--- src/eased_transition_interpolator_top_macros.svh ---
// Assertion helpers for the eased transition interpolator.
`ifndef EASED_TRANSITION_INTERPOLATOR_TOP_MACROS_SVH
`define EASED_TRANSITION_INTERPOLATOR_TOP_MACROS_SVH

// Same-cycle implication, clocked on clk, off during reset
`define ETI_ASSERT_NOW(lbl, ante, cons, msg) \
  lbl: assert property (@(posedge clk) disable iff (rst) (ante) |-> (cons)) else $error(msg);

// Next-cycle implication, clocked on clk, off during reset
`define ETI_ASSERT_NEXT(lbl, ante, cons, msg) \
  lbl: assert property (@(posedge clk) disable iff (rst) (ante) |=> (cons)) else $error(msg);

`endif

--- src/eti_pkg.sv ---
// ----------------------------------------------------------------------------
// eti_pkg
// Shared types and codes of the eased transition interpolator.
// ----------------------------------------------------------------------------
`timescale 1ns / 1ps

package eti_pkg;

  // Default build settings
  localparam int BISECT_STEPS_DEF = 16;
  localparam int FRAC_BITS_DEF    = 16;

  // Timing curve codes
  localparam logic [2:0] FUNC_LINEAR      = 3'd0;
  localparam logic [2:0] FUNC_EASE        = 3'd1;
  localparam logic [2:0] FUNC_EASE_IN     = 3'd2;
  localparam logic [2:0] FUNC_EASE_OUT    = 3'd3;
  localparam logic [2:0] FUNC_EASE_IN_OUT = 3'd4;

  // Phase codes
  localparam logic [1:0] PH_WAIT = 2'd0;
  localparam logic [1:0] PH_RUN  = 2'd1;
  localparam logic [1:0] PH_DONE = 2'd2;

  // Fields that ride along the pipeline untouched
  typedef struct packed {
    logic [2:0]         func;
    logic signed [31:0] start_value;
    logic signed [32:0] diff;
    logic [1:0]         phase;
  } side_t;

endpackage

--- src/eti_div_pipe.sv ---
// ----------------------------------------------------------------------------
// eti_div_pipe
// Pipelined restoring divider: progress = active * 2^F / duration, one
// quotient bit per stage, with waiting and saturated cases folded in.
// ----------------------------------------------------------------------------
`timescale 1ns / 1ps

module eti_div_pipe #(
  parameter int FRAC_BITS = eti_pkg::FRAC_BITS_DEF
) (
  input  logic                 clk,
  input  logic                 rst,
  input  logic                 en,
  input  logic                 in_valid,
  input  logic [23:0]          active,
  input  logic [23:0]          duration,
  input  logic                 waiting,
  input  logic                 full,
  input  eti_pkg::side_t       in_side,
  output logic                 out_valid,
  output logic [FRAC_BITS:0]   x,
  output eti_pkg::side_t       out_side
);

  localparam int F = FRAC_BITS;

  logic [23:0]    rem_q  [F];
  logic [23:0]    dur_q  [F];
  logic [F-1:0]   quo_q  [F];
  logic           wait_q [F];
  logic           full_q [F];
  logic           vld_q  [F];
  eti_pkg::side_t side_q [F];

  for (genvar k = 0; k < F; k++) begin : g_stage
    logic [23:0]    rem_i;
    logic [23:0]    dur_i;
    logic [F-1:0]   quo_i;
    logic           wait_i;
    logic           full_i;
    logic           vld_i;
    eti_pkg::side_t side_i;
    logic [24:0]    r2;
    logic [24:0]    sub;
    logic           ge;

    if (k == 0) begin : g_first
      assign rem_i  = active;
      assign dur_i  = duration;
      assign quo_i  = '0;
      assign wait_i = waiting;
      assign full_i = full;
      assign vld_i  = in_valid;
      assign side_i = in_side;
    end else begin : g_next
      assign rem_i  = rem_q[k-1];
      assign dur_i  = dur_q[k-1];
      assign quo_i  = quo_q[k-1];
      assign wait_i = wait_q[k-1];
      assign full_i = full_q[k-1];
      assign vld_i  = vld_q[k-1];
      assign side_i = side_q[k-1];
    end

    // one restoring step
    assign r2  = {rem_i, 1'b0};
    assign sub = r2 - {1'b0, dur_i};
    assign ge  = (r2 >= {1'b0, dur_i});

    always_ff @(posedge clk) begin
      if (rst) begin
        vld_q[k] <= 1'b0;
      end else if (en) begin
        vld_q[k] <= vld_i;
      end
    end

    always_ff @(posedge clk) begin
      if (en) begin
        rem_q[k]  <= ge ? sub[23:0] : r2[23:0];
        dur_q[k]  <= dur_i;
        quo_q[k]  <= {quo_i[F-2:0], ge};
        wait_q[k] <= wait_i;
        full_q[k] <= full_i;
        side_q[k] <= side_i;
      end
    end
  end

  // waiting gives zero, saturated gives one
  assign out_valid = vld_q[F-1];
  assign out_side  = side_q[F-1];
  assign x = wait_q[F-1] ? '0 :
             full_q[F-1] ? {1'b1, {F{1'b0}}} : {1'b0, quo_q[F-1]};

endmodule

--- config.mk ---
export PLATFORM = sky130hd
export DESIGN_NAME = eti_div_pipe
export DESIGN_NICKNAME = d
export VERILOG_FILES = /design/src/eased_transition_interpolator_top_macros.svh /design/src/eti_pkg.sv /design/src/eti_div_pipe.sv
export SDC_FILE = /design/constraint.sdc
export NUM_CORES = 2
export LEC_CHECK = 0
export BUFFER_PORTS_ARGS = -buffer_cell sky130_fd_sc_hd__clkbuf_2
export CORE_MARGIN = 5
export CORE_UTILIZATION = 35
export DETAILED_ROUTE_END_ITERATION = 7
export SETUP_SLACK_MARGIN = 0.05
export SKIP_LAST_GASP = 1
export SYNTH_ARGS = -nofsm -noshare
export SYNTH_HDL_FRONTEND = slang
export SYNTH_SLANG_ARGS = --single-unit
--- constraint.sdc ---
create_clock -name clk -period 6.5 [get_ports clk]
set_clock_uncertainty 0.15 [all_clocks]
set_input_delay 1.3 -clock clk [delete_from_list [all_inputs] [get_ports clk]]
set_output_delay 1.3 -clock clk [all_outputs]
set_load 0.05 [all_outputs]
Word-level counts from Yosys, hierarchy flattened
Memory sizes are Yosys's and may differ from the RTL's.
Index checks and enable logic that the tools add are counted.

operators by class
  shifts and indexed selects = 0
  magnitude comparators = 16
  $add $sub $neg = 16
  equality and inequality tests = 0
  mux-type cells = 40
  multiply operators = 0
  reduce and logical (&&, ||, !) cells = 0
  bitwise operators = 16
  div/mod/pow operators = 0

operators with widths
  cell              number
  $ge A25 B24 Y1    16
  $mux W24          16
  $sub A24 B24 Y24  16
  $mux W17          2
  $mux W1           22
  $or A1 B1 Y1      16

word-level totals
  memories = 7
  register bits = 0
  ROM bits = 0
  word-level logic and storage cells = 95
  latch bits = 0
  RAM bits = 2,192

memory list
  memory       depth  width  rd ports  clocked after memory_dff  write ports  line                source
  side_q       16     70     16        0                         16           eti_div_pipe.sv:33  eti_pkg::side_t side_q [F];
  dur_q        16     24     15        0                         16           eti_div_pipe.sv:28  logic [23:0] dur_q [F];
  rem_q        16     24     15        0                         16           eti_div_pipe.sv:27  logic [23:0] rem_q [F];
  quo_q        16     16     16        0                         16           eti_div_pipe.sv:29  logic [F-1:0] quo_q [F];
  full_q       16     1      16        0                         16           eti_div_pipe.sv:31  logic full_q [F];
  vld_q        16     1      16        0                         16           eti_div_pipe.sv:32  logic vld_q [F];
  +1 memories  -      -      -         -                         -            -

Depth between registers and ports, before layout
  depth in word-level cells = 4
  gate-level depth with buffers = 15
  gate-level depth less buffers = 12

Least setup slack after synthesis
Ideal clock, no wire load.

  path kind = input to register
  start = input port duration[2]
  end = memory rem_q[0][19] (data pin)
  library setup time = 262 ps
  data arrival time = 4,006 ps
  stages = 13
  path buffers = 2
  setup slack = 2,082 ps
  path through = inv_1 -> ha_1 -> o21ai_1 -> a21oi_1 -> or3_1 -> a21oi_1 -> a31oi_1 -> a41oi_1 -> a211oi_1 -> a2111oi_0 -> clkbuf_1 -> buf_2 -> o21ai_0

RTL lines
  item                line                source
  start: declaration  eti_div_pipe.sv:16  input logic [23:0] duration,
  end: declaration    eti_div_pipe.sv:27

==> out/results.ini <==
[outcome]
status = complete, no violations

[critical_path]
critPathKind = reg -> reg
worstSetupEndpointType = register
r2r-start = dur_q[0][169]
r2r_cells = 12
r2r_setup_slack_ns = 1.71
cp.required_ns = 6.91
cp_max_fo = 24
critPathLaunchType = register
r2r_end = rem_q[1][4]
critPathArrivalTime_ns = 5.20

[synth]
syn_inst = 5423
ys_async_sr_fraction_pct = 0
ys_seq_area_share_pct = 72.60
yosys.area.top_type = edfxtp_1
synth_top_area_share_pct = 72.60
synthTopCellsByArea = edfxtp_1 (73%), ha_1 (5.7%), inv_1 (2.2%)
syn_area_sq_mm = 0.08371
syn_avg_cell_area_sq_um = 15.44
synth_top_flop_cell = edfxtp_1
synth_cell_types = 81
yosys_warnings = 0
synthesis.nets = 5945
ys_ff_latch = 2024
synth-edff-count = 2024

[power]
p_total_mw = 41.73
leakagePower_nw = 36.06
power_density_mw_per_mm2 = 434.3
peakVddDrop_uv = 253.4

[layout]
layout_commonest_cell = edfxtp_1
layout_common_cells = edfxtp_1 (2024), inv_1 (501), ha_1 (383)
layout.nets = 6351
area_growth_syn_to_layout_pct = 14.78
drive_above_1_share_pct = 13.03

[global_route]
grt_use_total_pct = 11.41
grt_pass1_wl_um = 231700
overflow = 0
grt_max_degree = 159
first_global_vias = 43930
antenna_found_initial = 1

[floorplanning]
core-area_sq_mm = 0.2381
fp.dieH_um = 499.1
pin_count = 212
start_util_pct = 35.16
die_area_sq_mm = 0.2491
rows = 179
die_w_um = 499.1

[route]
post_drt_wl_per_cell_um = 15.76
drcViolationCount = 0
dr.pass1.iters = 6
ant_nets = 0
viasPerCell = 4.678
drt_iter0_markers = 2644
dr_total_vias = 42950
wl_um = 144700

[clocking]
post-cts-setup-buffers = 0
cts.hold.buffers_added = 0
cts_resized = 0
clk_pin_slew_ns = 0.06
cts_tree = yes
clock_sinks = 2024
clockBufferDepth = 3
cts-root-buf = clkbuf_16
htreeDepth = 4
clock_latency_ns = 0.86
cts_buffers = 215

[place]
hpwl_um = 98140
io_buffers = 211
gp_congestion = 0.8853

[run]
drv_cap = 0

[timing]
final.setup.tns_ns = 0
worst_hold_slack_ns = 0.1871
worstMarginPinSlew_ns = 1.240
rsz0062_at_grt = false
fin_crit_ns = 4.787
drv_slew = 0
setup_viol = 0
fmax_mhz = 208.9
fin_crit_sh_pct = 73.65
finalHoldViolations = 0
relSlewSlack_pct = 17.06

[hold_path]
hold_path.class = reg -> reg
hold-path-endpoint = full_q[1][4]
holdPathStages = 0
min_from = full_q[1][3]

cells by family (layout without fill, tap and decap cells):
kind of cell | after synthesis | in the layout | share of synthesized area [%]
flip-flops | 2024 | 2024 | 72.60
XOR/XNOR | 288 | 288 | 3.013
AO/OA/AOI/OAI | 1063 | 1063 | 8.065
other | 0 | 5 | 0
AND/OR/NAND/NOR | 887 | 887 | 5.116
adder cells (fa/ha/maj) | 398 | 398 | 6.083
buffers and inverters | 576 | 1163 | 2.623
multiplexers | 187 | 187 | 2.495
synth_stat cells, types with 56 or more instances:
cell type,number
o21a_1,71
edfxtp_1,2024
inv_1,501
mux2_2,156
a21oi_1,294
nand2_1,252
o21ai_0,271
clkbuf_1,56
xor2_1,103
nand3_1,65
a21o_1,131
xnor2_1,185
ha_1,383
nor2_1,225
per-layer routing:
layer  vias up  GRT usage [%]  part of all wire (%)
met5         -              0                     0
met4         0          5.268                   4.4
met3       360          2.396                   3.8
met2       722          19.65                    49
met1     20700          13.75                    43
li1      21170              -                     -
registers in the layout (all words and copies together) (netlist names):
signal and flops:
dur_q 360, full_q 16, quo_q 136, rem_q 360, side_q 1120, vld_q 16, wait_q 16
metrics by stage:
step                util [%]  instance area, sq um  cells  setup slack (ns)
floorplan                  -                 83710   5423             2.082
global placement       37.42                 89080   8779             1.619
detailed placement     37.42                 89080   8779             1.596
CTS                    40.35                 96070   9177             1.683
global route           40.35                 96070   9178             1.477
finish                 40.36                 96080   9182             1.713
cell type report:
type                            instances  area [sq um]
Clock buffer                          254          5548
Sequential cell                      2024         60780
Timing Repair Buffer                  264          1632
Antenna cell                            5         12.51
Multi-Input combinational cell       2823         20830
Fill cell                           21500        142000
Clock inverter                        144          1446
Tap cell                             3167          3963
Inverter                              501          1881
how the worst max path moves through the flow:
stage                   from           end  slack [ns]  cells after the start
2_1_floorplan    duration[2]  rem_q[0][19]        2.08                     13
3_3_place_gp     duration[2]  rem_q[0][23]        1.62                     14
3_5_place_dp     duration[2]   rem_q[0][2]        1.60                     13
4_1_cts        dur_q[0][169]   rem_q[1][4]        1.68                     12
5_1_grt        dur_q[0][169]   rem_q[1][4]        1.48                     12
6_report       dur_q[0][169]   rem_q[1][4]        1.71                     12
critical path: stages, from the launching register on:
cell and delay, ns:
edfxtp_1 0.44, inv_1 0.09, ha_1 0.23, nor2b_1 0.15, o21bai_1 0.13, a21boi_1 0.10
o41ai_1 0.61, o311ai_1 0.38, a21oi_1 0.38, a21boi_0 0.21, o21ai_0 0.16, a211oi_4 1.05
mux2_2 0.44
report_power, final:
part | internal (mW) | switching (mW)
clock | 6.85 | 5.07
combinational | 5.26 | 6.60
sequential | 17.0 | 0.906
total | 29.1 | 12.6
(Power assumes the default switching activity.)
