<file path="config.mk">
export PLATFORM = sky130hd
export DESIGN_NAME = eti_bez_pipe
export DESIGN_NICKNAME = d
export VERILOG_FILES = /design/src/eased_transition_interpolator_top_macros.svh /design/src/eti_pkg.sv /design/src/eti_bez_pipe.sv
export SDC_FILE = /design/constraint.sdc
export NUM_CORES = 2
export LEC_CHECK = 0
export BUFFER_PORTS_ARGS = -buffer_cell sky130_fd_sc_hd__buf_2
export CORE_ASPECT_RATIO = 0.6
export CORE_MARGIN = 2
export CORE_UTILIZATION = 60
export DETAILED_ROUTE_END_ITERATION = 8
export PLACE_DENSITY = 0.83
export SETUP_SLACK_MARGIN = 0.02
export SLEW_MARGIN = 20
export SYNTH_ARGS = -nofsm -noshare
export SYNTH_HDL_FRONTEND = slang
export SYNTH_SLANG_ARGS = --single-unit
</file>
<file path="constraint.sdc">
create_clock -name clk -period 12.61 [get_ports clk]
set_input_delay 3.1525 -clock clk [delete_from_list [all_inputs] [get_ports clk]]
set_output_delay 3.1525 -clock clk [all_outputs]
set_load 0.02 [all_outputs]
</file>
<file path="src/eased_transition_interpolator_top_macros.svh">
// Assertion helpers for the eased transition interpolator.
`ifndef EASED_TRANSITION_INTERPOLATOR_TOP_MACROS_SVH
`define EASED_TRANSITION_INTERPOLATOR_TOP_MACROS_SVH

// Same-cycle implication, clocked on clk, off during reset
`define ETI_ASSERT_NOW(lbl, ante, cons, msg) \
  lbl: assert property (@(posedge clk) disable iff (rst) (ante) |-> (cons)) else $error(msg);

// Next-cycle implication, clocked on clk, off during reset
`define ETI_ASSERT_NEXT(lbl, ante, cons, msg) \
  lbl: assert property (@(posedge clk) disable iff (rst) (ante) |=> (cons)) else $error(msg);

`endif

</file>
<file path="src/eti_pkg.sv">
// ----------------------------------------------------------------------------
// eti_pkg
// Shared types and codes of the eased transition interpolator.
// ----------------------------------------------------------------------------
`timescale 1ns / 1ps

package eti_pkg;

  // Default build settings
  localparam int BISECT_STEPS_DEF = 16;
  localparam int FRAC_BITS_DEF    = 16;

  // Timing curve codes
  localparam logic [2:0] FUNC_LINEAR      = 3'd0;
  localparam logic [2:0] FUNC_EASE        = 3'd1;
  localparam logic [2:0] FUNC_EASE_IN     = 3'd2;
  localparam logic [2:0] FUNC_EASE_OUT    = 3'd3;
  localparam logic [2:0] FUNC_EASE_IN_OUT = 3'd4;

  // Phase codes
  localparam logic [1:0] PH_WAIT = 2'd0;
  localparam logic [1:0] PH_RUN  = 2'd1;
  localparam logic [1:0] PH_DONE = 2'd2;

  // Fields that ride along the pipeline untouched
  typedef struct packed {
    logic [2:0]         func;
    logic signed [31:0] start_value;
    logic signed [32:0] diff;
    logic [1:0]         phase;
  } side_t;

endpackage

</file>
<file path="src/eti_bez_pipe.sv">
// ----------------------------------------------------------------------------
// eti_bez_pipe
// Three-stage evaluation of one cubic Bezier coordinate at parameter t,
// for the x or the y control points of the selected curve.
// ----------------------------------------------------------------------------
`timescale 1ns / 1ps

module eti_bez_pipe #(
  parameter int FRAC_BITS = eti_pkg::FRAC_BITS_DEF,
  parameter int AUX_W     = 1,
  parameter bit USE_Y     = 1'b0
) (
  input  logic                 clk,
  input  logic                 rst,
  input  logic                 en,
  input  logic                 in_valid,
  input  logic [FRAC_BITS:0]   t,
  input  eti_pkg::side_t       in_side,
  input  logic [AUX_W-1:0]     in_aux,
  output logic                 out_valid,
  output logic [FRAC_BITS:0]   s,
  output logic [FRAC_BITS:0]   t_out,
  output eti_pkg::side_t       out_side,
  output logic [AUX_W-1:0]     out_aux
);

  localparam int F = FRAC_BITS;
  localparam int W = F + 1;
  localparam logic [W-1:0] ONE = {1'b1, {F{1'b0}}};
  localparam logic [W-1:0] P10 = W'(((64'd10 << F) + 64'd50) / 64'd100);
  localparam logic [W-1:0] P25 = W'(((64'd25 << F) + 64'd50) / 64'd100);
  localparam logic [W-1:0] P42 = W'(((64'd42 << F) + 64'd50) / 64'd100);
  localparam logic [W-1:0] P58 = W'(((64'd58 << F) + 64'd50) / 64'd100);

  // stage 1: u, u*u, t*t
  logic [W-1:0]   u;
  logic [2*W-1:0] uu_p, tt_p;
  logic [W-1:0]   t1, u1, uu1, tt1;
  logic           v1;
  eti_pkg::side_t side1;
  logic [AUX_W-1:0] aux1;

  assign u    = ONE - t;
  assign uu_p = {{W{1'b0}}, u} * {{W{1'b0}}, u};
  assign tt_p = {{W{1'b0}}, t} * {{W{1'b0}}, t};

  always_ff @(posedge clk) begin
    if (en) begin
      t1    <= t;
      u1    <= u;
      uu1   <= uu_p[F+W-1:F];
      tt1   <= tt_p[F+W-1:F];
      side1 <= in_side;
      aux1  <= in_aux;
    end
  end

  // stage 2: u*u*t, t*t*u, t*t*t
  logic [2*W-1:0] a_p, b_p, c_p;
  logic [W-1:0]   t2, a2, b2, ttt2;
  logic           v2;
  eti_pkg::side_t side2;
  logic [AUX_W-1:0] aux2;

  assign a_p = {{W{1'b0}}, uu1} * {{W{1'b0}}, t1};
  assign b_p = {{W{1'b0}}, tt1} * {{W{1'b0}}, u1};
  assign c_p = {{W{1'b0}}, tt1} * {{W{1'b0}}, t1};

  always_ff @(posedge clk) begin
    if (en) begin
      t2    <= t1;
      a2    <= a_p[F+W-1:F];
      b2    <= b_p[F+W-1:F];
      ttt2  <= c_p[F+W-1:F];
      side2 <= side1;
      aux2  <= aux1;
    end
  end

  // stage 3: weight by the control points, sum and clamp
  logic [W-1:0]   p1, p2;
  logic [W+1:0]   p1x3, p2x3;
  logic [2*W+1:0] m1, m2;
  logic [W+2:0]   sum;
  logic [W-1:0]   s3, t3;
  logic           v3;
  eti_pkg::side_t side3;
  logic [AUX_W-1:0] aux3;

  always_comb begin
    unique case (side2.func)
      eti_pkg::FUNC_EASE: begin
        p1 = USE_Y ? P10 : P25;
        p2 = USE_Y ? ONE : P25;
      end
      eti_pkg::FUNC_EASE_IN: begin
        p1 = USE_Y ? '0 : P42;
        p2 = ONE;
      end
      eti_pkg::FUNC_EASE_OUT: begin
        p1 = '0;
        p2 = USE_Y ? ONE : P58;
      end
      eti_pkg::FUNC_EASE_IN_OUT: begin
        p1 = USE_Y ? '0 : P42;
        p2 = USE_Y ? ONE : P58;
      end
      default: begin
        p1 = '0;
        p2 = '0;
      end
    endcase
  end

  assign p1x3 = {2'b00, p1} + {1'b0, p1, 1'b0};
  assign p2x3 = {2'b00, p2} + {1'b0, p2, 1'b0};
  assign m1   = {{(W+2){1'b0}}, a2} * {{W{1'b0}}, p1x3};
  assign m2   = {{(W+2){1'b0}}, b2} * {{W{1'b0}}, p2x3};
  assign sum  = {1'b0, m1[F+W+1:F]} + {1'b0, m2[F+W+1:F]} + {3'b000, ttt2};

  always_ff @(posedge clk) begin
    if (en) begin
      s3    <= (sum > {3'b000, ONE}) ? ONE : sum[W-1:0];
      t3    <= t2;
      side3 <= side2;
      aux3  <= aux2;
    end
  end

  // valid bits
  always_ff @(posedge clk) begin
    if (rst) begin
      v1 <= 1'b0;
      v2 <= 1'b0;
      v3 <= 1'b0;
    end else if (en) begin
      v1 <= in_valid;
      v2 <= v1;
      v3 <= v2;
    end
  end

  assign out_valid = v3;
  assign s         = s3;
  assign t_out     = t3;
  assign out_side  = side3;
  assign out_aux   = aux3;

endmodule

</file>
# Word-level counts from Yosys, hierarchy flattened
# Cells that the tools add are included.
# totals
ff_bits,386
input_bits,92
out_inout_bits,106
wordCells,49
# op_classes
n_addsub,5
multipliers,7
order_cmp,1
n_eq_ne,4
muxes,2
n_reduce_logical,2
# ops
cell,count
multiplier 17 x 17 -> 33 bit,5
multiplier 17 x 19 -> 35 bit,2
one-hot mux 17 bit (3 select lines),1
adder 17 x 18 -> 19 bit,2
one-hot mux 15 bit (2 select lines),1
adder 19 x 19 -> 20 bit,1
adder 20 x 17 -> 20 bit,1
"> comparator 20 x 17 -> 1 bit, second input constant",1
"subtractor 17 bit, first input constant",1
"equality test 3 x 2 -> 1 bit, second input constant",2
OR reduction 2 bit,2
"equality test 3 x 1 -> 1 bit, second input constant",1
"equality test 3 bit, second input constant",1

# Longest topological paths before layout
# logic_depth
word_depth,8
mapped_depth,43
depth_no_buf,40

# Worst setup path before layout
# OpenSTA, ideal clock, no wires.
# synth_timing
path_type,input to register
startpoint,in t[0]
endpoint,reg uu1[16] (data pin)
setup_ns,0.258
t_arrival_ns,10.427
t_required_ns,12.352
slack_ns,1.925
path_stages,30
path_buffers,1
cell_sequence,clkbuf_1 -> clkinv_1 -> ha_1 -> nand3_1 -> or3_1 -> or3_1 -> xor2_1 -> clkinv_1 -> nor2_1 -> inv_1 -> fa_1 -> inv_1 -> fa_1 -> inv_1 -> fa_1 -> fa_1 -> fa_1 -> inv_1 -> fa_1 -> ha_1 -> nand3_1 -> nor2_1 -> o211ai_1 -> a31oi_1 -> o41a_1 -> nand4_1 -> a31oi_1 -> a31oi_1 -> o21ba_2 -> xnor2_1
# synth_between
elab_chain_len,2
# synth_lines
element,line_no,rtl
"start, declared",eti_bez_pipe.sv:17,"input logic [FRAC_BITS:0] t,"
subtractor 17 bit,eti_bez_pipe.sv:43,assign u = ONE - t;
named net u[10],eti_bez_pipe.sv:36,logic [W-1:0] u;
multiplier 17 x 17 -> 33 bit,eti_bez_pipe.sv:44,"assign uu_p = {{W{1'b0}}, u} * {{W{1'b0}}, u};"
named net uu_p[32],eti_bez_pipe.sv:37,"logic [2*W-1:0] uu_p, tt_p;"
"end signal, assigned",eti_bez_pipe.sv:51,uu1 <= uu_p[F+W-1:F];
"end, declared",eti_bez_pipe.sv:38,"logic [W-1:0] t1, u1, uu1, tt1;"
# The timed path passes the listed nets, and every way through them passes these cells.
# A chain may end at the register's enable or synchronous reset.

# Worst setup path in the final report
# layout_timing
startpoint,reg side2[68] (netlist name)
endpoint,reg s3[5] (netlist: s[5]) (data pin)
# layout_between
elab_chain_len,8
word_cells_on_any_way,15
cone_classes,add/sub (4); mul (2); order compare (1); eq/ne (4); mux (2); reduce/logical (2)
# layout_lines
element,line_no,rtl
"start, declared",eti_bez_pipe.sv:62,eti_pkg::side_t side2;
"start signal, assigned",eti_bez_pipe.sv:75,side2 <= side1;
equality test 3 bit / equality test 3 x 2 -> 1 bit (equally long branches),eti_bez_pipe.sv:91,unique case (side2.func)
OR reduction 2 bit (no line),-,
one-hot mux 17 bit (3 select lines) / one-hot mux 15 bit (2 select lines) (equally long branches),eti_bez_pipe.sv:91,
adder 17 x 18 -> 19 bit (on tied branches),"eti_bez_pipe.sv:116, eti_bez_pipe.sv:115",
multiplier 17 x 19 -> 35 bit (on tied branches),"eti_bez_pipe.sv:118, eti_bez_pipe.sv:117",
adder 19 x 19 -> 20 bit (*),eti_bez_pipe.sv:119,"assign sum = {1'b0, m1[F+W+1:F]} + {1'b0, m2[F+W+1:F]} + {3'b000, ttt2};"
adder 20 x 17 -> 20 bit (*),eti_bez_pipe.sv:119,
> comparator 20 x 17 -> 1 bit,eti_bez_pipe.sv:123,"s3 <= (sum > {3'b000, ONE}) ? ONE : sum[W-1:0];"
"end signal, assigned",eti_bez_pipe.sv:123,
"end, declared",eti_bez_pipe.sv:85,"logic [W-1:0] s3, t3;"
# Mark *: on every way between the ends. The rest lies on a longest branch, timed or not.

==> flow_metrics.env <==
export IMPL_status="complete, no violations"
export IMPL_route_antenna_remaining_nets=0
export IMPL_wire_per_inst_um=20.4
export IMPL_tns_ns=0
export IMPL_setup_viol=0
export IMPL_r2r_start="side2[68]$_DFFE_PP_"
export IMPL_post_cts_buffers=0
export IMPL_routed_wl_um=169000
export IMPL_cts_tree="yes"
export IMPL_cp_startpoint="side2[68]$_DFFE_PP_"
export IMPL_worst_path_max_delay_cell="fa_1"
export IMPL_synth_avg_cell_area_um2=10.1
export IMPL_fin_nets=8951
export IMPL_drc=0
export IMPL_clock_skew_ns=0.0388
export IMPL_antenna_found_initial=6
export IMPL_synth_most_common_cell="inv_1"
export IMPL_syn_nets=8852
export IMPL_grt_max_degree=114
export IMPL_dp_cells=8176
export IMPL_hold_start="side2[35]$_DFFE_PP_"
export IMPL_worst_setup_path_type="reg -> reg"
export IMPL_yosys_top_cells_count="inv_1, fa_1, ha_1, nand2_1, edfxtp_1"
export IMPL_drt_vias_per_instance=5.57
export IMPL_hold_depth=0
export IMPL_io_pins=198
export IMPL_final_min_clock_period_ns=11.62
export IMPL_initialDrtViolationCount=4447
export IMPL_relSlewSlack=0.177
export IMPL_ys_warn_count=0
export IMPL_dp_hpwl_um=136000
export IMPL_portBuffers=197
export IMPL_fp_coreArea_um2=110000
export IMPL_grt_busiest_layer="met1"
export IMPL_reg2reg_slack_ns=0.99
export IMPL_finalMaxSlewViolations=0
export IMPL_cts_sinks=385
export IMPL_synth_cells=6632
export IMPL_hold_viol=0
export IMPL_fin_crit_sh=0.922
export IMPL_use_met3=0.111
export IMPL_grt_pass1_wl_um=275000
export IMPL_yosysTopAreaCellShare=0.389
export IMPL_cpPeakStageDelay_ns=0.97
export IMPL_ys_flop_type="edfxtp_1"
export IMPL_start_util=0.608
export IMPL_drive_gt1_frac=0.0553
export IMPL_grt_use_met2=0.436
export IMPL_yosysTopAreaCell="fa_1"
export IMPL_vias=45999
export IMPL_cp_start_kind="flop"
export IMPL_place_area_um2=69400
export IMPL_die_area_um2=114000
export IMPL_yosysSeqAreaShare=0.173
export IMPL_post_cts_resize_count=0
export IMPL_grt_pass1_vias=50102
export IMPL_num_fill_cells=8323
export IMPL_r2r_end="s[5]$_SDFFCE_PN0P_"
export IMPL_clk_pin_slew_ns=0.06
export IMPL_clockBufferDepth=3
export IMPL_worstPathRequired_ns=13.05
export IMPL_fp_row_count=94
export IMPL_syn_cell_area_um2=66800
export IMPL_arrival_ns=12.06
export IMPL_min_path_type="reg -> reg"
export IMPL_htreeDepth=2
export IMPL_clk_latency_ns=0.62
export IMPL_use_met1=0.457
export IMPL_path_common_cell="fa_1"
export IMPL_min_to="out_side[35]$_DFFE_PP_"
export IMPL_area_growth_pct=5.83
export IMPL_grt_overflow_total=0
export IMPL_track_usage=0.309
export IMPL_fp_dieH_um=263
export IMPL_cts_buffers=41
export IMPL_multiInputGateArea_um2=47900
export IMPL_cts_hold_buf=0
export IMPL_synth_edf_count=382
export IMPL_finalWeightedCongestion=1.00
export IMPL_worst_pin_slew_ns=1.23
export IMPL_end_kind="flop"
export IMPL_ys_seq_elements=385
export IMPL_drt_first_pass_iters=7
export IMPL_fmax_mhz=86.0
export IMPL_crit_fanout=24
export IMPL_yosysUniqueCellTypes=81
export IMPL_r2r_cells=35
export IMPL_finish_instance_area_um2=70700
export IMPL_stdcell_count=8251
export IMPL_regArea_um2=11500
export IMPL_fp_dieW_um=435
export IMPL_yosys_top_cells_area="fa_1, edfxtp_1, ha_1"
export IMPL_grt_setup_unrepaired="false"
export IMPL_maxCapViolCount=0
export IMPL_ys_async_sr_fraction=0
export IMPL_cts_root_buf="clkbuf_16"
-- flip-flops by register name, indices dropped and copies added (netlist names), 16 cells and up --
register and cells:
side2 70, b2 17, uu1 17, out_side 70, t_out 17, tt1 17, a2 17, side1 70
t2 17, ttt2 17, t1 17, s 17, u1 16
-- worst max-delay path: cells and delay by family (launching register included) --
| kind | cells | cell delay, ns |
|---|---|---|
| AO/OA/AOI/OAI | 13 | 3.03 |
| adder cells (fa/ha/maj) | 10 | 5.22 |
| buffers and inverters | 5 | 0.52 |
| flip-flops | 1 | 0.50 |
| multiplexers | 1 | 0.58 |
| AND/OR/NAND/NOR | 6 | 1.64 |
-- layer usage --
layer  up-vias  wire, um
met1     22897     71500
li1      20136         -
met5         -        46
met3       293     24100
met4         6      3850
met2      2667     69100
-- cell usage in the layout (no fill, tap or decap), types with 64 or more instances in the layout --
master | netlist | final
a21oi_1 | 94 | 94
and2_1 | 355 | 355
buf_2 | 0 | 196
buf_4 | 0 | 64
edfxtp_1 | 382 | 382
fa_1 | 1299 | 1299
ha_1 | 829 | 829
inv_1 | 1740 | 1740
nand2_1 | 827 | 827
nor2_1 | 205 | 205
xnor2_1 | 114 | 114
-- stage by stage --
step	setup slack (ns)	utilization	hold slack (ns)
after floorplan	1.93	-	0.400
after global placement	1.00	0.631	0.400
after detailed placement	0.852	0.631	0.405
after CTS	1.15	0.643	0.416
after global routing	0.303	0.643	0.422
final	0.987	0.643	0.415
-- worst max-delay path by stage --
stage,depth (start not counted),to
2_1_floorplan,30,uu1[16]$_DFFE_PP_
3_3_place_gp,30,uu1[16]$_DFFE_PP_
3_5_place_dp,30,uu1[16]$_DFFE_PP_
4_1_cts,38,s[5]$_SDFFCE_PN0P_
5_1_grt,38,s[5]$_SDFFCE_PN0P_
6_report,35,s[5]$_SDFFCE_PN0P_
-- layout make-up --
class | instances | share of cell area
inverters | 1755 | 0.0932
well taps | 1488 | 0.0263
diodes | 1 | 0.0000354
repair buffers | 261 | 0.0209
multi-input cells | 4287 | 0.678
flip-flops and latches | 385 | 0.163
clock inverters | 27 | 0.00329
clock buffers | 47 | 0.0154
-- logic make-up after synthesis --
| family | synth area share |
|---|---|
| AOI/OAI and AO/OA | 0.0370 |
| xor gates and xnor gates | 0.0229 |
| adders and majority gates | 0.544 |
| buffers and inverters | 0.110 |
| DFF | 0.173 |
| muxes | 0.000918 |
| other | 0.0000561 |
| and+or+nand+nor | 0.112 |
Power is not shown: default switching activity piles up to over one toggle a cycle in this logic, so the estimate is an artifact.
