--- src/eased_transition_interpolator_top_macros.svh ---
// Assertion helpers for the eased transition interpolator.
`ifndef EASED_TRANSITION_INTERPOLATOR_TOP_MACROS_SVH
`define EASED_TRANSITION_INTERPOLATOR_TOP_MACROS_SVH

// Same-cycle implication, clocked on clk, off during reset
`define ETI_ASSERT_NOW(lbl, ante, cons, msg) \
  lbl: assert property (@(posedge clk) disable iff (rst) (ante) |-> (cons)) else $error(msg);

// Next-cycle implication, clocked on clk, off during reset
`define ETI_ASSERT_NEXT(lbl, ante, cons, msg) \
  lbl: assert property (@(posedge clk) disable iff (rst) (ante) |=> (cons)) else $error(msg);

`endif

--- src/eti_pkg.sv ---
// ----------------------------------------------------------------------------
// eti_pkg
// Shared types and codes of the eased transition interpolator.
// ----------------------------------------------------------------------------
`timescale 1ns / 1ps

package eti_pkg;

  // Default build settings
  localparam int BISECT_STEPS_DEF = 16;
  localparam int FRAC_BITS_DEF    = 16;

  // Timing curve codes
  localparam logic [2:0] FUNC_LINEAR      = 3'd0;
  localparam logic [2:0] FUNC_EASE        = 3'd1;
  localparam logic [2:0] FUNC_EASE_IN     = 3'd2;
  localparam logic [2:0] FUNC_EASE_OUT    = 3'd3;
  localparam logic [2:0] FUNC_EASE_IN_OUT = 3'd4;

  // Phase codes
  localparam logic [1:0] PH_WAIT = 2'd0;
  localparam logic [1:0] PH_RUN  = 2'd1;
  localparam logic [1:0] PH_DONE = 2'd2;

  // Fields that ride along the pipeline untouched
  typedef struct packed {
    logic [2:0]         func;
    logic signed [31:0] start_value;
    logic signed [32:0] diff;
    logic [1:0]         phase;
  } side_t;

endpackage

--- src/eti_bez_pipe.sv ---
// ----------------------------------------------------------------------------
// eti_bez_pipe
// Three-stage evaluation of one cubic Bezier coordinate at parameter t,
// for the x or the y control points of the selected curve.
// ----------------------------------------------------------------------------
`timescale 1ns / 1ps

module eti_bez_pipe #(
  parameter int FRAC_BITS = eti_pkg::FRAC_BITS_DEF,
  parameter int AUX_W     = 1,
  parameter bit USE_Y     = 1'b0
) (
  input  logic                 clk,
  input  logic                 rst,
  input  logic                 en,
  input  logic                 in_valid,
  input  logic [FRAC_BITS:0]   t,
  input  eti_pkg::side_t       in_side,
  input  logic [AUX_W-1:0]     in_aux,
  output logic                 out_valid,
  output logic [FRAC_BITS:0]   s,
  output logic [FRAC_BITS:0]   t_out,
  output eti_pkg::side_t       out_side,
  output logic [AUX_W-1:0]     out_aux
);

  localparam int F = FRAC_BITS;
  localparam int W = F + 1;
  localparam logic [W-1:0] ONE = {1'b1, {F{1'b0}}};
  localparam logic [W-1:0] P10 = W'(((64'd10 << F) + 64'd50) / 64'd100);
  localparam logic [W-1:0] P25 = W'(((64'd25 << F) + 64'd50) / 64'd100);
  localparam logic [W-1:0] P42 = W'(((64'd42 << F) + 64'd50) / 64'd100);
  localparam logic [W-1:0] P58 = W'(((64'd58 << F) + 64'd50) / 64'd100);

  // stage 1: u, u*u, t*t
  logic [W-1:0]   u;
  logic [2*W-1:0] uu_p, tt_p;
  logic [W-1:0]   t1, u1, uu1, tt1;
  logic           v1;
  eti_pkg::side_t side1;
  logic [AUX_W-1:0] aux1;

  assign u    = ONE - t;
  assign uu_p = {{W{1'b0}}, u} * {{W{1'b0}}, u};
  assign tt_p = {{W{1'b0}}, t} * {{W{1'b0}}, t};

  always_ff @(posedge clk) begin
    if (en) begin
      t1    <= t;
      u1    <= u;
      uu1   <= uu_p[F+W-1:F];
      tt1   <= tt_p[F+W-1:F];
      side1 <= in_side;
      aux1  <= in_aux;
    end
  end

  // stage 2: u*u*t, t*t*u, t*t*t
  logic [2*W-1:0] a_p, b_p, c_p;
  logic [W-1:0]   t2, a2, b2, ttt2;
  logic           v2;
  eti_pkg::side_t side2;
  logic [AUX_W-1:0] aux2;

  assign a_p = {{W{1'b0}}, uu1} * {{W{1'b0}}, t1};
  assign b_p = {{W{1'b0}}, tt1} * {{W{1'b0}}, u1};
  assign c_p = {{W{1'b0}}, tt1} * {{W{1'b0}}, t1};

  always_ff @(posedge clk) begin
    if (en) begin
      t2    <= t1;
      a2    <= a_p[F+W-1:F];
      b2    <= b_p[F+W-1:F];
      ttt2  <= c_p[F+W-1:F];
      side2 <= side1;
      aux2  <= aux1;
    end
  end

  // stage 3: weight by the control points, sum and clamp
  logic [W-1:0]   p1, p2;
  logic [W+1:0]   p1x3, p2x3;
  logic [2*W+1:0] m1, m2;
  logic [W+2:0]   sum;
  logic [W-1:0]   s3, t3;
  logic           v3;
  eti_pkg::side_t side3;
  logic [AUX_W-1:0] aux3;

  always_comb begin
    unique case (side2.func)
      eti_pkg::FUNC_EASE: begin
        p1 = USE_Y ? P10 : P25;
        p2 = USE_Y ? ONE : P25;
      end
      eti_pkg::FUNC_EASE_IN: begin
        p1 = USE_Y ? '0 : P42;
        p2 = ONE;
      end
      eti_pkg::FUNC_EASE_OUT: begin
        p1 = '0;
        p2 = USE_Y ? ONE : P58;
      end
      eti_pkg::FUNC_EASE_IN_OUT: begin
        p1 = USE_Y ? '0 : P42;
        p2 = USE_Y ? ONE : P58;
      end
      default: begin
        p1 = '0;
        p2 = '0;
      end
    endcase
  end

  assign p1x3 = {2'b00, p1} + {1'b0, p1, 1'b0};
  assign p2x3 = {2'b00, p2} + {1'b0, p2, 1'b0};
  assign m1   = {{(W+2){1'b0}}, a2} * {{W{1'b0}}, p1x3};
  assign m2   = {{(W+2){1'b0}}, b2} * {{W{1'b0}}, p2x3};
  assign sum  = {1'b0, m1[F+W+1:F]} + {1'b0, m2[F+W+1:F]} + {3'b000, ttt2};

  always_ff @(posedge clk) begin
    if (en) begin
      s3    <= (sum > {3'b000, ONE}) ? ONE : sum[W-1:0];
      t3    <= t2;
      side3 <= side2;
      aux3  <= aux2;
    end
  end

  // valid bits
  always_ff @(posedge clk) begin
    if (rst) begin
      v1 <= 1'b0;
      v2 <= 1'b0;
      v3 <= 1'b0;
    end else if (en) begin
      v1 <= in_valid;
      v2 <= v1;
      v3 <= v2;
    end
  end

  assign out_valid = v3;
  assign s         = s3;
  assign t_out     = t3;
  assign out_side  = side3;
  assign out_aux   = aux3;

endmodule

--- src/eti_bisect_step.sv ---
// ----------------------------------------------------------------------------
// eti_bisect_step
// One bisection step on the curve x coordinate: evaluates x at the
// midpoint and narrows the bracket towards the target progress.
// ----------------------------------------------------------------------------
`timescale 1ns / 1ps

module eti_bisect_step #(
  parameter int FRAC_BITS = eti_pkg::FRAC_BITS_DEF
) (
  input  logic                 clk,
  input  logic                 rst,
  input  logic                 en,
  input  logic                 in_valid,
  input  eti_pkg::side_t       in_side,
  input  logic [FRAC_BITS:0]   x,
  input  logic [FRAC_BITS:0]   lo,
  input  logic [FRAC_BITS:0]   hi,
  output logic                 out_valid,
  output eti_pkg::side_t       out_side,
  output logic [FRAC_BITS:0]   x_out,
  output logic [FRAC_BITS:0]   lo_out,
  output logic [FRAC_BITS:0]   hi_out
);

  localparam int W = FRAC_BITS + 1;

  logic [W:0]     mid_sum;
  logic [W-1:0]   mid, s, mid_d, x_d, lo_d, hi_d;
  logic [3*W-1:0] aux_d;

  assign mid_sum = {1'b0, lo} + {1'b0, hi};
  assign mid     = mid_sum[W:1];

  eti_bez_pipe #(
    .FRAC_BITS (FRAC_BITS),
    .AUX_W     (3 * W),
    .USE_Y     (1'b0)
  ) u_bez (
    .clk       (clk),
    .rst       (rst),
    .en        (en),
    .in_valid  (in_valid),
    .t         (mid),
    .in_side   (in_side),
    .in_aux    ({x, lo, hi}),
    .out_valid (out_valid),
    .s         (s),
    .t_out     (mid_d),
    .out_side  (out_side),
    .out_aux   (aux_d)
  );

  assign {x_d, lo_d, hi_d} = aux_d;

  // narrow the bracket
  assign x_out  = x_d;
  assign lo_out = (s < x_d) ? mid_d : lo_d;
  assign hi_out = (s < x_d) ? hi_d : mid_d;

endmodule

--- config.mk ---
export PLATFORM = sky130hd
export DESIGN_NAME = eti_bisect_step
export DESIGN_NICKNAME = d
export VERILOG_FILES = /design/src/eased_transition_interpolator_top_macros.svh /design/src/eti_pkg.sv /design/src/eti_bez_pipe.sv /design/src/eti_bisect_step.sv
export SDC_FILE = /design/constraint.sdc
export NUM_CORES = 2
export LEC_CHECK = 0
export BUFFER_PORTS_ARGS = -buffer_cell sky130_fd_sc_hd__clkbuf_2
export CAP_MARGIN = 20
export CORE_MARGIN = 5
export CORE_UTILIZATION = 50
export CTS_CLUSTER_DIAMETER = 60
export DETAILED_ROUTE_END_ITERATION = 10
export PLACE_DENSITY = 0.68
export SLEW_MARGIN = 20
export SYNTH_ARGS = -nofsm -noshare
export SYNTH_HDL_FRONTEND = slang
export SYNTH_SLANG_ARGS = --single-unit
--- constraint.sdc ---
create_clock -name clk -period 12.5 [get_ports clk]
set_clock_uncertainty 0.2 [all_clocks]
set_input_delay 0.625 -clock clk [delete_from_list [all_inputs] [get_ports clk]]
set_output_delay 0.625 -clock clk [all_outputs]
set_load 0.01 [all_outputs]
# After elaboration in Yosys (flattened, before gate mapping)

Index checks and enable logic that the tools add are counted.

Flip-flop bits (word level): 536
Input port bits: 125

Add/subtract/negate cells: 6
$mul: 7
$lt $le $gt $ge: 2
Eq/ne operators: 4
Mux-type cells: 4
Reductions and logical operators: 2

Operators by type and width:

| kind                                                  | number |
|---|---|
| multiplier 17 x 17 -> 33 bit                          | 5 |
| multiplier 17 x 19 -> 35 bit                          | 2 |
| case mux 17 bit (3 select lines)                      | 1 |
| two-way mux 17 bit                                    | 2 |
| case mux 15 bit (2 select lines)                      | 1 |
| adder 19 x 19 -> 20 bit                               | 1 |
| adder 20 x 17 -> 20 bit                               | 1 |
| > comparator 20 x 17 -> 1 bit (second input constant) | 1 |
| adder 17 x 18 -> 19 bit                               | 1 |
| adder 17 x 17 -> 18 bit                               | 1 |
| adder 15 x 16 -> 17 bit                               | 1 |
| less-than comparator 17 bit                           | 1 |
| subtractor 17 bit (first input constant)              | 1 |
| equality test 3 x 2 -> 1 bit (second input constant)  | 2 |
| OR reduction 2 bit                                    | 2 |
| equality test 3 x 1 -> 1 bit (second input constant)  | 1 |
| equality test 3 bit (second input constant)           | 1 |

# Longest topological paths before layout

Depth in word-level cells: 8
Mapped depth: 43
Gate-level depth less buffers: 41

# Cells and area by module

From an unflattened synthesis, not the netlist that was laid out.

Cell total of the unflattened synthesis: 7,015
Area, all modules: 73,307.8 µm²

By module, submodules not included:

| module          | times used | cells each | area each (µm²) | sequential area each (µm²) |
|---|---|---|---|---|
| eti_bez_pipe    | 1          | 6,817      | 71,527.4        | 16,035.4 |
| eti_bisect_step | 1          | 198        | 1,780.5         | 0.0 |

# Worst setup path before layout

OpenSTA, ideal clock, no wires.

Kind: register -> register
Start point: register u_bez.side2[68] (netlist bit)
End point: register u_bez.s3[13] (netlist: u_bez.s[13]) (data pin)
Setup time: 0.129 ns
Data arrival time: 10.413 ns
Setup slack: 1.759 ns
Cell stages (with the launch flop): 41
Path buffers: 3
Clock period less this slack: 10.741 ns
Path through: edfxtp_1 or3b_2 nand2_1 clkbuf_1 ha_1 fa_1 xor2_1 clkbuf_1 nand2_1 fa_1 fa_1 inv_1 fa_1 inv_1 fa_1 inv_1 fa_1 fa_1 [... 5 more ...] a31oi_1 a21oi_1 a21o_1 xnor2_1 fa_1 inv_1 ha_1 a21o_1 a21o_1 a21oi_1 nand2b_1 a211o_1 a31oi_1 nor3b_1 a2111oi_2 a21bo_2 clkbuf_1 o21ba_2

Cells in the longest elaborated chain, start to end: 8
Elaborated cells on any way between the ends: 15
Those cells by class: add/sub: 4; mul: 2; order compare: 1; eq/ne: 4; mux: 2; reduce/logical: 2

RTL lines:

| element                                                                                     | RTL line                                 | RTL |
|---|---|---|
| start, declared                                                                             | eti_bez_pipe.sv:62                       | `eti_pkg::side_t side2;` |
| start signal, assigned                                                                      | eti_bez_pipe.sv:75                       | `side2 <= side1;` |
| equality test 3 x 2 -> 1 bit / equality test 3 bit (equally long branches)                  | eti_bez_pipe.sv:91                       | `unique case (side2.func)` |
| OR reduction 2 bit (no source line)                                                         | --                                       |  |
| case mux 17 bit (3 select lines) / case mux 15 bit (2 select lines) (equally long branches) | eti_bez_pipe.sv:91                       |  |
| adder 17 x 18 -> 19 bit / adder 15 x 16 -> 17 bit (equally long branches)                   | eti_bez_pipe.sv:116, eti_bez_pipe.sv:115 |  |
| multiplier 17 x 19 -> 35 bit (on tied branches)                                             | eti_bez_pipe.sv:118, eti_bez_pipe.sv:117 |  |
| adder 19 x 19 -> 20 bit (*)                                                                 | eti_bez_pipe.sv:119                      | `assign sum = {1'b0, m1[F+W+1:F]} + {1'b0, m2[F+W+1:F]} + {3'b000, ttt2};` |
| adder 20 x 17 -> 20 bit (*)                                                                 | eti_bez_pipe.sv:119                      |  |
| > comparator 20 x 17 -> 1 bit                                                               | eti_bez_pipe.sv:123                      | `s3 <= (sum > {3'b000, ONE}) ? ONE : sum[W-1:0];` |
| end signal, assigned                                                                        | eti_bez_pipe.sv:123                      |  |
| end, declared                                                                               | eti_bez_pipe.sv:85                       | `logic [W-1:0] s3, t3;` |

Every way passes the cells marked *; elsewhere a longest branch is shown, timed or not.
A chain may end at the register's enable or synchronous reset.

# Worst setup path in the final report

Ends and elaborated chain as after synthesis.

==> impl_metrics.tcl <==
set metrics [dict create \
    drt_iter0_drc 3135 \
    max_freq_ghz 0.0880 \
    synth-seq-cells 535 \
    ys_async_sr_fraction 0 \
    worstSetupEndpointType "flip-flop" \
    setup_tns_ns 0 \
    num_vias 49137 \
    status "finished, final reports clean" \
    worst_pin_slew_ns 1.00 \
    hold_depth 0 \
    area_delta_synth_final_pct 8.92 \
    synth.distinct_cells 78 \
    die_h_um 394 \
    drv_cap 0 \
    routed_via_density 5.26 \
    cts_resized 0 \
    hold_viol 0 \
    start_util 0.504 \
    synth_top_area_frac 0.355 \
    path_common_cell "fa_1" \
    drive_gt1_frac 0.0650 \
    min_from "u_bez.t2[15]" \
    required_ns 12.81 \
    dp_hpwl_um 136000 \
    dieArea_um2 155000 \
    clockBufferDepth 3 \
    ys.flop_type "edfxtp_1" \
    rows 140 \
    postRouteAntennaNets 0 \
    ios 247 \
    port_buffers 246 \
    track_usage 0.234 \
    drc 0 \
    fp.coreArea_um2 146000 \
    cp.arrival_ns 11.68 \
    max_stage_delay_ns 0.64 \
    dieWidth_um 394 \
    netlist_instances 7116 \
    grt-ovfl-total 0 \
    synth-edff-count 532 \
    wl_um 177000 \
    cp_top_family "adder cells" \
    layout_common_cells "inv_1 (1,757), fa_1 (1,304), nand2_1 (872), ha_1 (855), edfxtp_1 (532)" \
    slew_viol_final 0 \
    clock_sinks 535 \
    place.gp.congestion 0.902 \
    firstDrtPassIters 5 \
    syn-num-nets 9401 \
    yosysWarnings 0 \
    startpoint "u_bez.side2[68]" \
    clk_pin_slew_worst_paths_ns 0.06 \
    grt_pass1_wl_um 290000 \
    wl_per_cell_um 18.9 \
    rsz0062_at_grt "false" \
    finalSetupViolations 0 \
    cp_num_buf_inv 3 \
    hold_buffers 123 \
    synth_area_per_cell_um2 10.3 \
    hold_class "flip-flop to flip-flop" \
    cp.depth 35 \
    antenna_found_initial 4 \
    cp_max_fo 21 \
    grt_pass1_vias 53619 \
    h-tree-depth 2 \
    clockRootBuffer "clkbuf_16" \
    grt_max_degree 123 \
    insertion_delay_ns 0.67 \
    nFillCells 12506 \
    rrSetupSlack_ns 1.13 \
    criticalPathCategory "flip-flop to flip-flop" \
    cp_slowest_cell "fa_1" \
    post_cts_buffers 0 \
    numCtsBuffers 60 \
    rr_startpoint "u_bez.side2[68]" \
    synth_area_um2 73500 \
    ff2ff_path_depth 35 \
    synthTopCellsByArea "fa_1 (35%), edfxtp_1 (22%), ha_1 (15%), inv_1 (9.0%), nand2_1 (4.5%)" \
    relSlewSlack 0.313 \
    seq_area_frac_synth 0.218 \
    critPathLaunchType "flip-flop" \
    period_needed_ns 11.37 \
    fin_crit_sh 0.909 \
    final_nets 9663 \
    layout_commonest_cell "inv_1" \
    yosys.area.top_type "fa_1" \
    cts_tree "yes" \
]
[final timing paths]
check / to
hold reg to reg: u_bez.t_out[15]
setup / recovery: u_bez.s[13]
hold / removal: u_bez.t_out[15]
setup reg to reg: u_bez.s[13]
[layout make-up]
| class | count | area (um^2) | share of cell area |
|---|---|---|---|
| diodes | 3 | 7.51 | 0.0000937 |
| clock buffers | 72 | 1550 | 0.0193 |
| clock inverters | 42 | 477 | 0.00595 |
| inverters | 1771 | 6650 | 0.0831 |
| multi-input cells | 4555 | 49900 | 0.623 |
| flip-flops and latches | 535 | 16000 | 0.200 |
| well taps | 1917 | 2400 | 0.0299 |
| repair buffers | 455 | 3120 | 0.0389 |
[worst register-to-register path, delay by kind of cell, from the launching register on]
| kind | cells | cell delay (ns) |
|---|---|---|
| AOI/OAI and AO/OA | 15 | 3.81 |
| xor gates and xnor gates | 1 | 0.14 |
| adders and majority gates | 11 | 5.02 |
| buffers and inverters | 3 | 0.14 |
| DFF | 1 | 0.46 |
| and+or+nand+nor | 5 | 1.47 |
[sequential cells by signal, indices dropped and copies added (netlist names)]
signal	flops
u_bez.out_side	70
u_bez.tt1	17
u_bez.t2	17
u_bez.v1	1
u_bez.side1	70
u_bez.u1	16
u_bez.uu1	17
u_bez.out_valid	1
u_bez.v2	1
u_bez.side2	70
u_bez.out_aux	51
u_bez.a2	17
u_bez.t1	17
u_bez.aux1	51
u_bez.b2	17
u_bez.s	17
u_bez.aux2	51
u_bez.t_out	17
u_bez.ttt2	17
[cell families (layout without fill, tap and decap cells)]
| family | count (synthesis) | count (layout) | share of synthesized area |
|---|---|---|---|
| adder cells (fa/ha/maj) | 2160 | 2160 | 0.501 |
| other | 0 | 3 | 0 |
| buffers and inverters | 2026 | 2340 | 0.104 |
| multiplexers | 5 | 5 | 0.000698 |
| AO/OA/AOI/OAI | 420 | 420 | 0.0399 |
| flip-flops | 535 | 535 | 0.218 |
| AND/OR/NAND/NOR | 1797 | 1797 | 0.115 |
| XOR/XNOR | 173 | 173 | 0.0212 |
[Yosys cell counts, drive strengths merged, types with 35 or more instances]
master,count
clkbuf,223
nor2,260
ha,856
nand3,59
xor2,44
xnor2,129
and2,365
nor3,47
o21ai,55
edfxtp,532
a21oi,87
inv,1765
a21o,68
fa,1304
nand2,873
nor4b,35
[stage by stage]
stage | instances | instance area (um^2) | hold slack (ns) | worst slack, ns | utilization
2_1_floorplan | 7116 | 73500 | 0.200 | 1.76 | -
3_3_place_gp | 9110 | 76800 | 0.200 | 1.42 | 0.527
3_5_place_dp | 9110 | 76800 | 0.205 | 1.19 | 0.527
4_1_cts | 9347 | 80100 | 0.185 | 1.14 | 0.549
5_1_grt | 9349 | 80100 | 0.211 | 0.532 | 0.549
6_report | 9350 | 80100 | 0.180 | 1.13 | 0.549
[metal layers]
| metal | vias to the layer above | part of all wire | global-route usage |
|---|---|---|---|
| li1 | 22334 | - | - |
| met1 | 24949 | 0.42 | 0.314 |
| met2 | 1561 | 0.49 | 0.401 |
| met3 | 293 | 0.062 | 0.0331 |
| met4 | 0 | 0.029 | 0.0623 |
| met5 | - | 0 | 0 |
Power is left out: the tool's default activity adds up to more than one toggle a clock period on the data nets, which glitch-free logic cannot reach.
